## config.mk

```make
export PLATFORM = sky130hd
export DESIGN_NAME = gcode_line_parser
export DESIGN_NICKNAME = d
export VERILOG_FILES = /design/src/design/glp_pkg.sv /design/src/design/gcode_line_parser.sv /design/src/design/glp_front.sv /design/src/design/glp_fifo.sv /design/src/design/glp_back.sv
export VERILOG_INCLUDE_DIRS = /design/src /design/src/design
export SDC_FILE = /design/constraint.sdc
export NUM_CORES = 2
export LEC_CHECK = 0
export BUFFER_PORTS_ARGS = -buffer_cell sky130_fd_sc_hd__buf_2
export CORE_MARGIN = 2
export CORE_UTILIZATION = 66
export CTS_CLUSTER_SIZE = 8
export DETAILED_ROUTE_END_ITERATION = 16
export PLACE_DENSITY = 0.85
export SLEW_MARGIN = 5
export SYNTH_ARGS = -nofsm -noshare
export SYNTH_HDL_FRONTEND = slang
export SYNTH_HIERARCHICAL = 1
export SYNTH_SLANG_ARGS = --single-unit
```

## constraint.sdc

```tcl
create_clock -name clk_i -period 12.9 [get_ports clk_i]
set_input_delay 1.29 -clock clk_i [delete_from_list [all_inputs] [get_ports clk_i]]
set_output_delay 1.29 -clock clk_i [all_outputs]
set_load 0.01 [all_outputs]
```

## src/design/gcode_line_parser_defines.svh

```systemverilog
// assertion macros for the gcode line parser
// no dependencies
`ifndef GCODE_LINE_PARSER_DEFINES_SVH
`define GCODE_LINE_PARSER_DEFINES_SVH
`ifndef ASSERT_OFF
`define GLP_ASSERT(lbl, prop) \
  lbl: assert property (@(posedge clk_i) disable iff (!rst_ni) prop) \
    else $error("assertion failed");
`define GLP_NEVER(lbl, prop) \
  lbl: assert property (@(posedge clk_i) disable iff (!rst_ni) !(prop)) \
    else $error("forbidden condition");
`else
`define GLP_ASSERT(lbl, prop)
`define GLP_NEVER(lbl, prop)
`endif
`endif

```

## src/design/glp_pkg.sv

```systemverilog
// types, constants and helpers for the gcode line parser
// no dependencies
`default_nettype none
package glp_pkg;
  localparam int FRAC_DIGITS = 4;
  localparam int VW = 32;
  localparam int FCW = 3;
  localparam int QDEPTH = 2;
  localparam int QAW = 1;
  localparam int QCW = 2;
  localparam longint unsigned CAP_L = 64'd1 << (VW - 1);
  localparam longint unsigned P_L = 64'd10 ** FRAC_DIGITS;
  localparam logic [VW-1:0] CAP = VW'(CAP_L);
  localparam logic [VW-1:0] CAP_M1 = VW'(CAP_L - 64'd1);
  localparam logic [VW-1:0] CAP_DIV10 = VW'(CAP_L / 64'd10);
  localparam logic [VW-1:0] SCALE = VW'(P_L);
  localparam logic [15:0] TOOL_LIM = 16'((CAP_L / P_L < 64'd32768) ? CAP_L / P_L : 64'd32768);
  localparam logic [15:0] TOOL_POS_MAX = 16'd32767;

  localparam logic [7:0] CH_LF = 8'd10;
  localparam logic [7:0] CH_SEMI = 8'h3b;
  localparam logic [7:0] CH_LPAR = 8'h28;
  localparam logic [7:0] CH_RPAR = 8'h29;
  localparam logic [7:0] CH_SLASH = 8'h2f;
  localparam logic [7:0] CH_SPACE = 8'h20;
  localparam logic [7:0] CH_PLUS = 8'h2b;
  localparam logic [7:0] CH_MINUS = 8'h2d;
  localparam logic [7:0] CH_DOT = 8'h2e;
  localparam logic [7:0] CH_G = 8'h47;
  localparam logic [7:0] CH_X = 8'h58;
  localparam logic [7:0] CH_Y = 8'h59;
  localparam logic [7:0] CH_Z = 8'h5a;
  localparam logic [7:0] CH_I = 8'h49;
  localparam logic [7:0] CH_J = 8'h4a;
  localparam logic [7:0] CH_K = 8'h4b;
  localparam logic [7:0] CH_F = 8'h46;
  localparam logic [7:0] CH_T = 8'h54;
  localparam logic [7:0] CH_M = 8'h4d;
  localparam logic [VW-1:0] M_TOOL_CHANGE = VW'(6);

  localparam logic [2:0] MK_RAPID = 3'd0;
  localparam logic [2:0] MK_TOOL = 3'd4;

  typedef enum logic [1:0] {PH_START, PH_TEXT, PH_SKIP, PH_SEMI} line_phase_e;
  typedef enum logic [2:0] {TK_NONE, TK_LETTER, TK_SIGN, TK_INT, TK_FRAC, TK_TAIL} tok_phase_e;

  typedef struct packed {
    logic [7:0] text_byte;
    logic       text_end;
  } in_t;

  typedef struct packed {
    logic [2:0]           motion_kind;
    logic signed [VW-1:0] pos_x;
    logic signed [VW-1:0] pos_y;
    logic signed [VW-1:0] pos_z;
    logic signed [VW-1:0] center_i;
    logic signed [VW-1:0] center_j;
    logic signed [VW-1:0] center_k;
    logic signed [VW-1:0] feed_value;
    logic signed [15:0]   tool_number;
  } out_t;

  typedef struct packed {
    logic          tok;
    logic [7:0]    letter;
    logic          neg;
    logic [VW-1:0] acc;
    logic [15:0]   whole;
    logic          lend;
    logic          allow;
  } event_t;

  typedef struct packed {
    logic [QCW-1:0] count;
    logic           full;
    logic           empty;
  } q_status_t;

  function automatic logic [VW-1:0] pow10(input logic [FCW-1:0] n);
    logic [VW-1:0] r;
    case (n)
      3'd0: r = VW'(1);
      3'd1: r = VW'(10);
      3'd2: r = VW'(100);
      3'd3: r = VW'(1000);
      3'd4: r = VW'(10000);
      3'd5: r = VW'(100000);
      3'd6: r = VW'(1000000);
      default: r = VW'(1);
    endcase
    return r;
  endfunction
endpackage
`default_nettype wire

```

## src/design/gcode_line_parser.sv

```systemverilog
// top level of the gcode line parser: front end, event queue, back end
// depends on glp_pkg, glp_front, glp_fifo, glp_back, gcode_line_parser_defines.svh
//
// channel | signals                           | payload
// text in | in_valid_i / in_ready_o           | in_data_i  (glp_pkg::in_t)
// command | out_valid_o / out_ready_i         | out_data_o (glp_pkg::out_t)
//
// one text byte per cycle while the queue is not full; a line-ending beat passes the
// queue, then its command waits in the output register; the front end is a byte
// scanner; the back end retires one event per cycle while its output register is
// free or being read; a two-entry queue decouples them; in_ready_o drops only while
// the queue is full; reset is asynchronous and needs no clearing pass
`default_nettype none
`include "gcode_line_parser_defines.svh"
module gcode_line_parser (
  input  logic          clk_i,
  input  logic          rst_ni,
  input  logic          in_valid_i,
  output logic          in_ready_o,
  input  glp_pkg::in_t  in_data_i,
  output logic          out_valid_o,
  input  logic          out_ready_i,
  output glp_pkg::out_t out_data_o
);
  logic               acc, push, pop;
  glp_pkg::event_t    ev_in, ev_out;
  glp_pkg::q_status_t qs;

  assign in_ready_o = !qs.full;
  assign acc = in_valid_i && in_ready_o;

  glp_front u_front (
    .clk_i, .rst_ni, .acc_i(acc), .data_i(in_data_i), .push_o(push), .ev_o(ev_in)
  );

  glp_fifo u_fifo (
    .clk_i, .rst_ni, .push_i(push), .data_i(ev_in), .pop_i(pop),
    .data_o(ev_out), .stat_o(qs)
  );

  glp_back u_back (
    .clk_i, .rst_ni, .ev_valid_i(!qs.empty), .ev_i(ev_out), .pop_o(pop),
    .out_valid_o, .out_ready_i, .out_data_o
  );

  `GLP_NEVER(a_q_over, qs.count > glp_pkg::QCW'(glp_pkg::QDEPTH))
  `GLP_NEVER(a_pop_empty, pop && qs.empty)
  `GLP_ASSERT(a_kind_range, out_valid_o |-> out_data_o.motion_kind <= glp_pkg::MK_TOOL)
  `GLP_ASSERT(a_ready_full, in_ready_o == (qs.count != glp_pkg::QCW'(glp_pkg::QDEPTH)))
endmodule
`default_nettype wire

```

## src/design/glp_front.sv

```systemverilog
// front end: line filter, comment stripping, tokenizer and number scan
// depends on glp_pkg
`default_nettype none
module glp_front (
  input  logic            clk_i,
  input  logic            rst_ni,
  input  logic            acc_i,
  input  glp_pkg::in_t    data_i,
  output logic            push_o,
  output glp_pkg::event_t ev_o
);
  glp_pkg::line_phase_e phase_q, phase_d;
  glp_pkg::tok_phase_e  tok_q, tok_d;
  logic                 com_q, com_d;
  logic [7:0]           letter_q, letter_d;
  logic                 neg_q, neg_d;
  logic [glp_pkg::VW-1:0] acc_q, acc_d;
  logic [glp_pkg::FCW-1:0] fc_q, fc_d;
  logic                 dig_q, dig_d;
  logic [15:0]          whole_q, whole_d;
  logic [7:0]           c;
  logic                 is_ws, is_dig, fin, lend, allow;
  logic [3:0]           dv;
  logic [glp_pkg::VW:0] t;
  logic [19:0]          wt;

  always_comb begin
    c = data_i.text_byte;
    is_ws = (c == glp_pkg::CH_SPACE) || (c >= 8'd9 && c <= 8'd13);
    is_dig = (c >= 8'h30) && (c <= 8'h39);
    dv = 4'(c - 8'h30);
    phase_d = phase_q;
    tok_d = tok_q;
    com_d = com_q;
    letter_d = letter_q;
    neg_d = neg_q;
    acc_d = acc_q;
    fc_d = fc_q;
    dig_d = dig_q;
    whole_d = whole_q;
    fin = 1'b0;
    t = '0;
    wt = '0;
    if (c != glp_pkg::CH_LF) begin
      if (phase_d == glp_pkg::PH_START) begin
        phase_d = (c == glp_pkg::CH_SLASH) ? glp_pkg::PH_SKIP : glp_pkg::PH_TEXT;
      end
      if (phase_d == glp_pkg::PH_TEXT) begin
        if (c == glp_pkg::CH_SEMI) begin
          fin = (tok_q != glp_pkg::TK_NONE);
          tok_d = glp_pkg::TK_NONE;
          phase_d = glp_pkg::PH_SEMI;
          com_d = 1'b0;
        end else if (c == glp_pkg::CH_LPAR) begin
          com_d = 1'b1;
        end else if (c == glp_pkg::CH_RPAR) begin
          com_d = 1'b0;
        end else if (!com_q) begin
          if (is_ws) begin
            fin = (tok_q != glp_pkg::TK_NONE);
            tok_d = glp_pkg::TK_NONE;
          end else begin
            case (tok_q)
              glp_pkg::TK_NONE: begin
                letter_d = (c >= 8'h61 && c <= 8'h7a) ? c - 8'd32 : c;
                neg_d = 1'b0;
                acc_d = '0;
                fc_d = '0;
                dig_d = 1'b0;
                whole_d = '0;
                tok_d = glp_pkg::TK_LETTER;
              end
              glp_pkg::TK_LETTER, glp_pkg::TK_SIGN, glp_pkg::TK_INT: begin
                if (tok_q == glp_pkg::TK_LETTER &&
                    (c == glp_pkg::CH_PLUS || c == glp_pkg::CH_MINUS)) begin
                  neg_d = (c == glp_pkg::CH_MINUS);
                  tok_d = glp_pkg::TK_SIGN;
                end else if (is_dig) begin
                  tok_d = glp_pkg::TK_INT;
                  dig_d = 1'b1;
                  if (acc_q > glp_pkg::CAP_DIV10) begin
                    acc_d = glp_pkg::CAP;
                  end else begin
                    t = ({1'b0, acc_q} << 3) + ({1'b0, acc_q} << 1)
                        + ((glp_pkg::VW+1)'(dv) * {1'b0, glp_pkg::SCALE});
                    acc_d = (t > {1'b0, glp_pkg::CAP}) ? glp_pkg::CAP : t[glp_pkg::VW-1:0];
                  end
                  wt = ({4'd0, whole_q} << 3) + ({4'd0, whole_q} << 1) + 20'(dv);
                  whole_d = (wt > {4'd0, glp_pkg::TOOL_LIM}) ? glp_pkg::TOOL_LIM : wt[15:0];
                end else if (c == glp_pkg::CH_DOT) begin
                  tok_d = glp_pkg::TK_FRAC;
                end else begin
                  tok_d = glp_pkg::TK_TAIL;
                end
              end
              glp_pkg::TK_FRAC: begin
                if (is_dig) begin
                  dig_d = 1'b1;
                  if (fc_q < glp_pkg::FCW'(glp_pkg::FRAC_DIGITS)) begin
                    t = {1'b0, acc_q} + ((glp_pkg::VW+1)'(dv) *
                        {1'b0, glp_pkg::pow10(glp_pkg::FCW'(glp_pkg::FRAC_DIGITS - 1) - fc_q)});
                    acc_d = (t > {1'b0, glp_pkg::CAP}) ? glp_pkg::CAP : t[glp_pkg::VW-1:0];
                    fc_d = fc_q + 1'b1;
                  end
                end else begin
                  tok_d = glp_pkg::TK_TAIL;
                end
              end
              default: ;
            endcase
          end
        end
      end
    end
    lend = (c == glp_pkg::CH_LF) || data_i.text_end;
    allow = 1'b0;
    if (lend) begin
      if (phase_d == glp_pkg::PH_TEXT && tok_d != glp_pkg::TK_NONE) fin = 1'b1;
      allow = (phase_d == glp_pkg::PH_TEXT) || (phase_d == glp_pkg::PH_SEMI);
      phase_d = glp_pkg::PH_START;
      com_d = 1'b0;
      tok_d = glp_pkg::TK_NONE;
    end
    ev_o.tok = fin && dig_d;
    ev_o.letter = letter_d;
    ev_o.neg = neg_d;
    ev_o.acc = acc_d;
    ev_o.whole = whole_d;
    ev_o.lend = lend;
    ev_o.allow = allow;
    push_o = acc_i && (ev_o.tok || lend);
  end

  always_ff @(posedge clk_i or negedge rst_ni) begin
    if (!rst_ni) begin
      phase_q <= glp_pkg::PH_START;
      tok_q <= glp_pkg::TK_NONE;
      com_q <= 1'b0;
      letter_q <= '0;
      neg_q <= 1'b0;
      acc_q <= '0;
      fc_q <= '0;
      dig_q <= 1'b0;
      whole_q <= '0;
    end else if (acc_i) begin
      phase_q <= phase_d;
      tok_q <= tok_d;
      com_q <= com_d;
      letter_q <= letter_d;
      neg_q <= neg_d;
      acc_q <= acc_d;
      fc_q <= fc_d;
      dig_q <= dig_d;
      whole_q <= whole_d;
    end
  end
endmodule
`default_nettype wire

```

## src/design/glp_fifo.sv

```systemverilog
// two-entry event queue between front and back end
// depends on glp_pkg
`default_nettype none
module glp_fifo (
  input  logic              clk_i,
  input  logic              rst_ni,
  input  logic              push_i,
  input  glp_pkg::event_t   data_i,
  input  logic              pop_i,
  output glp_pkg::event_t   data_o,
  output glp_pkg::q_status_t stat_o
);
  glp_pkg::event_t mem_q [glp_pkg::QDEPTH];
  logic [glp_pkg::QAW-1:0] wp_q, rp_q;
  logic [glp_pkg::QCW-1:0] cnt_q;

  always_comb begin
    stat_o.count = cnt_q;
    stat_o.full = (cnt_q == glp_pkg::QCW'(glp_pkg::QDEPTH));
    stat_o.empty = (cnt_q == '0);
    data_o = mem_q[rp_q];
  end

  always_ff @(posedge clk_i) begin
    if (push_i) mem_q[wp_q] <= data_i;
  end

  always_ff @(posedge clk_i or negedge rst_ni) begin
    if (!rst_ni) begin
      wp_q <= '0;
      rp_q <= '0;
      cnt_q <= '0;
    end else begin
      if (push_i) wp_q <= wp_q + 1'b1;
      if (pop_i) rp_q <= rp_q + 1'b1;
      cnt_q <= cnt_q + glp_pkg::QCW'(push_i) - glp_pkg::QCW'(pop_i);
    end
  end
endmodule
`default_nettype wire

```

## src/design/glp_back.sv

```systemverilog
// back end: applies words to machine state and builds at most one command per line
// depends on glp_pkg
`default_nettype none
module glp_back (
  input  logic            clk_i,
  input  logic            rst_ni,
  input  logic            ev_valid_i,
  input  glp_pkg::event_t ev_i,
  output logic            pop_o,
  output logic            out_valid_o,
  input  logic            out_ready_i,
  output glp_pkg::out_t   out_data_o
);
  logic [1:0]             modal_q, modal_n;
  logic [2:0]             kind_q, kind_n;
  logic [glp_pkg::VW-1:0] ax_q [3];
  logic [glp_pkg::VW-1:0] ax_n [3];
  logic [glp_pkg::VW-1:0] arc_q [3];
  logic [glp_pkg::VW-1:0] arc_n [3];
  logic [glp_pkg::VW-1:0] feed_q, feed_n, v;
  logic [15:0]            tool_q, tool_n;
  logic [3:0]             flg_q, flg_n;
  logic                   ov_q, fire;
  glp_pkg::out_t          od_q;

  always_comb begin
    pop_o = ev_valid_i && (!ov_q || out_ready_i);
    if (ev_i.neg) v = '0 - ev_i.acc;
    else v = (ev_i.acc > glp_pkg::CAP_M1) ? glp_pkg::CAP_M1 : ev_i.acc;
    modal_n = modal_q;
    kind_n = kind_q;
    ax_n = ax_q;
    arc_n = arc_q;
    feed_n = feed_q;
    tool_n = tool_q;
    flg_n = flg_q;
    if (ev_i.tok) begin
      case (ev_i.letter)
        glp_pkg::CH_G: begin
          for (int g = 0; g < 4; g++) begin
            if (ev_i.acc == glp_pkg::VW'(g) * glp_pkg::SCALE && (g == 0 || !ev_i.neg)) begin
              modal_n = 2'(g);
              kind_n = 3'(g);
            end
          end
        end
        glp_pkg::CH_X: begin ax_n[0] = v; flg_n[0] = 1'b1; end
        glp_pkg::CH_Y: begin ax_n[1] = v; flg_n[0] = 1'b1; end
        glp_pkg::CH_Z: begin ax_n[2] = v; flg_n[0] = 1'b1; end
        glp_pkg::CH_I: begin arc_n[0] = v; flg_n[1] = 1'b1; end
        glp_pkg::CH_J: begin arc_n[1] = v; flg_n[1] = 1'b1; end
        glp_pkg::CH_K: begin arc_n[2] = v; flg_n[1] = 1'b1; end
        glp_pkg::CH_F: begin feed_n = v; flg_n[3] = 1'b1; end
        glp_pkg::CH_T: begin
          tool_n = ev_i.neg ? 16'd0 - ev_i.whole
                 : ((ev_i.whole > glp_pkg::TOOL_POS_MAX) ? glp_pkg::TOOL_POS_MAX : ev_i.whole);
          kind_n = glp_pkg::MK_TOOL;
          flg_n[2] = 1'b1;
        end
        glp_pkg::CH_M: begin
          if (ev_i.acc == glp_pkg::M_TOOL_CHANGE * glp_pkg::SCALE && !ev_i.neg) begin
            kind_n = glp_pkg::MK_TOOL;
            flg_n[2] = 1'b1;
          end
        end
        default: ;
      endcase
    end
    fire = ev_i.lend && ev_i.allow && (flg_n != '0);
  end

  always_ff @(posedge clk_i) begin
    if (pop_o && fire) begin
      od_q.motion_kind <= kind_n;
      od_q.pos_x <= ax_n[0];
      od_q.pos_y <= ax_n[1];
      od_q.pos_z <= ax_n[2];
      od_q.center_i <= arc_n[0];
      od_q.center_j <= arc_n[1];
      od_q.center_k <= arc_n[2];
      od_q.feed_value <= feed_n;
      od_q.tool_number <= tool_n;
    end
  end

  always_ff @(posedge clk_i or negedge rst_ni) begin
    if (!rst_ni) begin
      modal_q <= '0;
      kind_q <= glp_pkg::MK_RAPID;
      ax_q <= '{default: '0};
      arc_q <= '{default: '0};
      feed_q <= '0;
      tool_q <= '0;
      flg_q <= '0;
      ov_q <= 1'b0;
    end else begin
      if (pop_o) begin
        modal_q <= modal_n;
        ax_q <= ax_n;
        feed_q <= feed_n;
        tool_q <= tool_n;
        if (ev_i.lend) begin
          arc_q <= '{default: '0};
          flg_q <= '0;
          kind_q <= {1'b0, modal_n};
        end else begin
          arc_q <= arc_n;
          flg_q <= flg_n;
          kind_q <= kind_n;
        end
      end
      if (pop_o && fire) ov_q <= 1'b1;
      else if (out_ready_i) ov_q <= 1'b0;
    end
  end

  assign out_valid_o = ov_q;
  assign out_data_o = od_q;
endmodule
`default_nettype wire

```

==> Word level (Yosys, flattened, before mapping) <==
Memories as Yosys holds them, arrays and structs flattened.
Cells that the tools add are included.
{ "op_classes": {"n_addsub": 15, "multipliers": 2, "order_cmp": 13, "eq_ne": 40, "n_mux": 146, "bitwise_logic": 5, "n_reduce_logical": 43} }
{ "op_table": {"columns": ["operator", "n"], "rows": [
  ["2-to-1 mux 32 bit", 34],
  ["2-to-1 mux 96 bit", 3],
  ["2-to-1 mux 16 bit", 14],
  ["one-hot mux 20 bit (6 select lines)", 1],
  ["one-hot mux 32 bit (3 select lines)", 1],
  ["equality test 8 x 7 -> 1 bit, second input constant", 10],
  ["2-to-1 mux 8 bit", 9],
  ["greater-than comparator 33 x 32 -> 1 bit, second input constant", 2],
  ["equality test 32 x 15 -> 1 bit, second input constant", 2],
  ["equality test 8 x 6 -> 1 bit, second input constant", 8],
  ["2-to-1 mux 3 bit", 20],
  ["2-to-1 mux 1 bit", 42],
  ["adder 32 x 33 -> 33 bit", 1],
  ["adder 33 x 18 -> 33 bit", 1],
  ["adder 33 bit", 1],
  ["multiplier 4 x 32 -> 33 bit", 1],
  ["equality test 32 x 14 -> 1 bit, second input constant", 1],
  ["equality test 32 x 16 -> 1 bit, second input constant", 1],
  ["greater-than comparator 32 x 28 -> 1 bit, second input constant", 1],
  ["greater-than comparator 32 x 31 -> 1 bit, second input constant", 1],
  ["logical NOT 32 bit", 1],
  ["one-hot mux 16 bit (2 select lines)", 1],
  ["subtractor 1 x 32 -> 32 bit, first input constant", 1],
  ["2-to-1 mux 2 bit", 13],
  ["other kinds (45)", 94]
]} }
{ "word_totals": {"register_bits": 564, "mem_bits_rw": 120, "wordCells": 298, "n_memories": 1} }
{ "mem_list": {"columns": ["name", "words", "width", "rd", "rd_ports_with_merged_regs", "write_ports", "line", "source"], "rows": [
  ["u_fifo.mem_q", 2, 60, 1, 0, 1, "glp_fifo.sv:13", "glp_pkg::event_t mem_q [glp_pkg::QDEPTH];"]
]} }

==> Depth between registers and ports, before layout <==
{ "depth": {"word_depth": 27, "ltp_mapped": 28} }

==> Cells and area by module <==
The synthesis kept the hierarchy.
{ "by_module_without_submodules": {"columns": ["module", "instances", "cells_per_inst", "area_each_um2", "seq_area_each_um2"], "rows": [
  ["glp_back", 1, 2007, 21176.6, 13553.0],
  ["glp_front", 1, 1483, 11728.7, 1676.6],
  ["glp_fifo", 1, 202, 4828.4, 3703.6],
  ["gcode_line_parser", 1, 3, 13.8, 0.0]
]} }

==> Least setup slack after synthesis <==
OpenSTA, ideal clock, no wires.
{ "synth_timing": {"kind": "input to register", "start": "input port in_data_i[2] in the netlist's numbering", "end": "memory u_fifo/mem_q[0][22] in the netlist's numbering, data pin", "setup_time_ns": 0.169, "arrival_ns": 7.553, "required_time_ns": 12.731, "setup_slack_ns": 5.178, "path_stages": 24, "path_cell_list": "clkbuf_1 -> clkinv_1 -> fa_1 -> inv_1 -> ha_1 -> fa_1 -> a21o_1 -> a21oi_1 -> nor2b_1 -> o21ai_0 -> xnor2_1 -> fa_1 -> ha_1 -> clkbuf_1 -> nand3_1 -> a2111oi_1 -> a21oi_2 -> xor2_1 -> nand4_1 -> or4b_1 -> o31a_1 -> or3_1 -> buf_2 -> o211ai_1"} }
{ "synth_rtl": {"columns": ["item", "line", "source"], "rows": [
  ["start: declaration", "gcode_line_parser.sv:20", "input glp_pkg::in_t in_data_i,"],
  ["end: declaration", "glp_fifo.sv:13", null]
]} }

==> flow_summary.json <==
{
  "power_frac_seq_pct": 35.4,
  "core_mm2": 0.05650,
  "floorplan.die_area_mm2": 0.05912,
  "number_of_nets_in_the_final_layout": 4059,
  "grt_setup_unrepaired": "false",
  "detailedPlace.worstSlack_ns": 3.888,
  "cts_repair_resize_count": 0,
  "syn-cell-area_mm2": 0.03775,
  "setup_slack_ns": 4.364,
  "cts.htree.levels": 3,
  "cp_data_arrival_time_ns": 8.96,
  "synth_sequential_area_ratio_pct": 50.16,
  "drive_gt1_share_pct": 13.81,
  "power_frac_comb_pct": 35.4,
  "placedCellCount": 4489,
  "count_of_yosys_warnings_during_synthesis": 6,
  "critical-path-top-cell-by-count": "fa_1",
  "vias": 30230,
  "pin_count_of_the_biggest_net_entering_global_routing": 140,
  "antenna_left": 0,
  "max_clock_skew_ns": 0.03948,
  "grt_antenna_before_repair": 0,
  "utilization_pct": 74.34,
  "async_flop_share_pct": 46.93,
  "cp_num_buf_inv": 3,
  "initial_drt_pass_iterations": 6,
  "gr-total-overflow": 0,
  "wl_per_cell_um": 22.25,
  "setup_tns_ns": 0,
  "max_freq_ghz": 0.1171,
  "rr_worst_depth": 23,
  "worst_path_largest_cell_delay_ns": 0.78,
  "hold-path-cell-count": 2,
  "cts.reportedPaths.clkPinSlew_ns": 0.05,
  "grt_pass1_wl_um": 163400,
  "gp_congestion": 0.9369,
  "yosys-mux-area-fraction_pct": 2.817,
  "cts_root_buffer": "clkbuf_16",
  "worst_hold_slack_ns": 0.4756,
  "yosys.area_share.adder_pct": 8.552,
  "first_global_vias": 29480,
  "gr-usage-all-layers_pct": 35.08,
  "switching_share_pct": 38.39,
  "synth_seq_cells": 684,
  "post_cts_hold_buffer_count": 0,
  "cts.repair_timing.setup_buffer_count": 0,
  "share_of_total_power_in_the_clock_network_pct": 29.2,
  "critical-path-top-delay-family": "adder cells",
  "tritoncts": "yes",
  "initialDrtViolationCount": 3917,
  "worst-setup-path-type": "input pin to flip-flop",
  "tightest_pin_transition_ns": 1.385,
  "placement_rows": 87,
  "crit_cells": 22,
  "synth_xor_area_share_pct": 2.476,
  "die_y_um": 243.2,
  "power_per_standard_cell_area_mw_per_mm2": 190.3,
  "hold_path.class": "flip-flop to flip-flop",
  "number_of_enable_type_register_cells_in_the_synthesized_netlist": 363,
  "period_minus_slack_ns": 8.536,
  "critPathSlowestCell": "or3_1",
  "clk_path_buf_depth": 3,
  "clock_sinks": 684,
  "floorplan.initialDensity_pct": 66.82,
  "syn_inst": 3695,
  "max-vdd-ir-drop_mv": 0.1587,
  "synth_simple_gate_area_share_pct": 14.42,
  "final.period_utilization_pct": 66.17,
  "die_width_um": 243.2,
  "critical_path.max_fanout": 23,
  "io-pin-count": 258,
  "cp_required_ns": 13.32,
  "critPathCaptureType": "flip-flop",
  "compound_cell_area_share_of_the_yosys_netlist_pct": 17.04,
  "cts_made_buffers": 95,
  "net-switching-power_w": 0.003068,
  "power.internal_w": 0.004923,
  "power.static_leakage_nw": 17.65,
  "ys_dominant_reg_cell": "edfxtp_1",
  "num_antenna_cells": 0,
  "post_drt_via_cell_ratio": 6.478,
  "dominant_combinational_cell_family_by_area_after_synthesis": "compound AO/OA/AOI/OAI gates",
  "crit_chain": "buf_2 > clkinv_1 > fa_1 > inv_1 > ha_1 > fa_1 > a21o_1 > a21oi_1 > nor2b_1 > o21ai_0 > xnor2_1 > fa_1 > ha_1 > nand3_1 > a2111oi_1 > a21oi_2 > xor2_1 > nand4_1 > or4b_1 > o31a_1 > or3_1 > o221ai_1",
  "fin_cells": 4666,
  "syn_nets": 3924,
  "status": "finished, final reports clean",
  "worst_setup_path_start_kind": "input pin",
  "drt_drc_violations_left": 0,
  "finalSetupViolCount": 0,
  "synth.avg_cell_area_um2": 10.22,
  "area_delta_synth_final_pct": 11.26,
  "hold_violations": 0,
  "hpwl_um": 68970,
  "max_slew_margin_pct": 7.071,
  "drt_wl_total_um": 103800,
  "final_max_slew_viol_count": 0,
  "port_buffers": 257,
  "maxCapViolations": 0,
  "clkLatencyLatePin_ns": 0.66,
  "synth.lib_cells_used.distinct": 108
}
==> state kept, by name, indices dropped and copies added (netlist names), 2 cells and up <==
signal	count
u_back/out_data_o	243
u_fifo/mem_q	120
u_back/arc_q	96
u_back/ax_q	96
u_back/feed_q	32
u_front/acc_q	32
u_back/tool_q	16
u_front/whole_q	16
u_front/letter_q	8
u_back/flg_q	4
u_back/kind_q	3
u_front/fc_q	3
u_front/tok_q	3
u_back/modal_q	2
u_fifo/cnt_q	2
u_front/phase_q	2
==> logic make-up after synthesis <==
group | Yosys count
compound gates | 1043
buf+inv | 403
xor+xnor | 105
fa+ha+maj | 216
simple gates | 1169
mux | 75
flops | 684
==> cell usage in the layout, fill, tap and decap left out, types with 16 or more instances in the layout <==
cell type / count
nand4_1: 28
nor3_1: 46
dfrtp_1: 320
xnor2_1: 58
buf_4: 29
nor4_1: 23
inv_1: 150
o221ai_1: 48
xor2_1: 46
o21ai_0: 517
mux2_4: 59
a21o_1: 25
nand3_1: 50
ha_1: 146
edfxtp_1: 363
a21oi_1: 102
a31oi_1: 18
o21ai_1: 50
nand2_1: 611
nor2_1: 181
clkbuf_1: 74
and3_1: 22
o211ai_1: 18
or3_1: 52
fa_1: 70
or2_2: 16
buf_2: 256
o21a_1: 39
clkbuf_16: 96
a22o_1: 36
a22oi_1: 41
o31ai_1: 24
and2_1: 22
==> synth_stat cells, drive strengths merged, types with 51 or more instances <==
library cell,instances,area share [%]
o221ai,51,1.2
nor2,181,1.8
or3,56,0.94
buf,51,1.0
nand2,613,6.1
fa,70,3.7
ha,146,4.8
edfxtp,363,29
o21ai,571,7.6
dfrtp,321,21
a21oi,103,1.4
mux2,73,2.8
xnor2,58,1.3
nand3,54,0.73
clkbuf,198,2.0
inv,152,1.5
==> stage by stage <==
stage / instance area [µm²] / power (W)
floorplan: 37750 / 0.004784
global placement: 39170 / 0.005475
detailed placement: 39170 / 0.005563
CTS: 42000 / 0.007935
global route: 42000 / 0.008376
finish: 42000 / 0.007991
==> layout make-up <==
class,count,area (µm²)
timing repair buffer,287,1534
multi-input combinational,2608,17170
clock inverter,6,131.4
fill,3659,14500
sequential,684,18940
tap,756,945.9
inverter,154,585.6
clock buffer,171,2694
==> power by group through the flow <==
stage	combinational, W	sequential, W	clock, W
2_1_floorplan	0.00198	0.00280	0
3_3_place_gp	0.00264	0.00284	0
3_5_place_dp	0.00271	0.00285	0
4_1_cts	0.00276	0.00283	0.00235
5_1_grt	0.00307	0.00286	0.00245
6_report	0.00282	0.00283	0.00234
==> metal layers <==
| layer | up-vias | part of all wire [%] | global-route usage, % |
|---|---|---|---|
| met5 | - | 0 | 0 |
| met4 | 0 | 3.5 | 13.73 |
| met3 | 262 | 9.4 | 6.059 |
| met2 | 1746 | 48 | 56.92 |
| met1 | 14670 | 39 | 47.55 |
| li1 | 13550 | - | - |
==> worst paths after layout <==
kind                                               start                            end  slack, ns
setup / recovery                            in_data_i[2]  u_fifo/mem_q[1][46]$_DFFE_PP_       4.36
hold / removal             u_back/tool_q[13]$_DFFE_PN0P_  u_back/tool_q[13]$_DFFE_PN0P_       0.48
setup reg to reg             u_front/fc_q[1]$_DFFE_PN0P_  u_fifo/mem_q[1][32]$_DFFE_PP_       4.54
hold reg to reg            u_back/tool_q[13]$_DFFE_PN0P_  u_back/tool_q[13]$_DFFE_PN0P_       0.48
max in group asynchronous                         rst_ni    u_back/ax_q[32]$_DFFE_PN0P_      10.61
min in group asynchronous                         rst_ni    u_back/ax_q[66]$_DFFE_PN0P_       0.66
==> worst min-delay path: stages, from the launching register on <==
cell and delay (ns):
dfrtp_1 0.34, nand2_1 0.05, o31ai_1 0.06
Power figures use the tool's default switching activity.
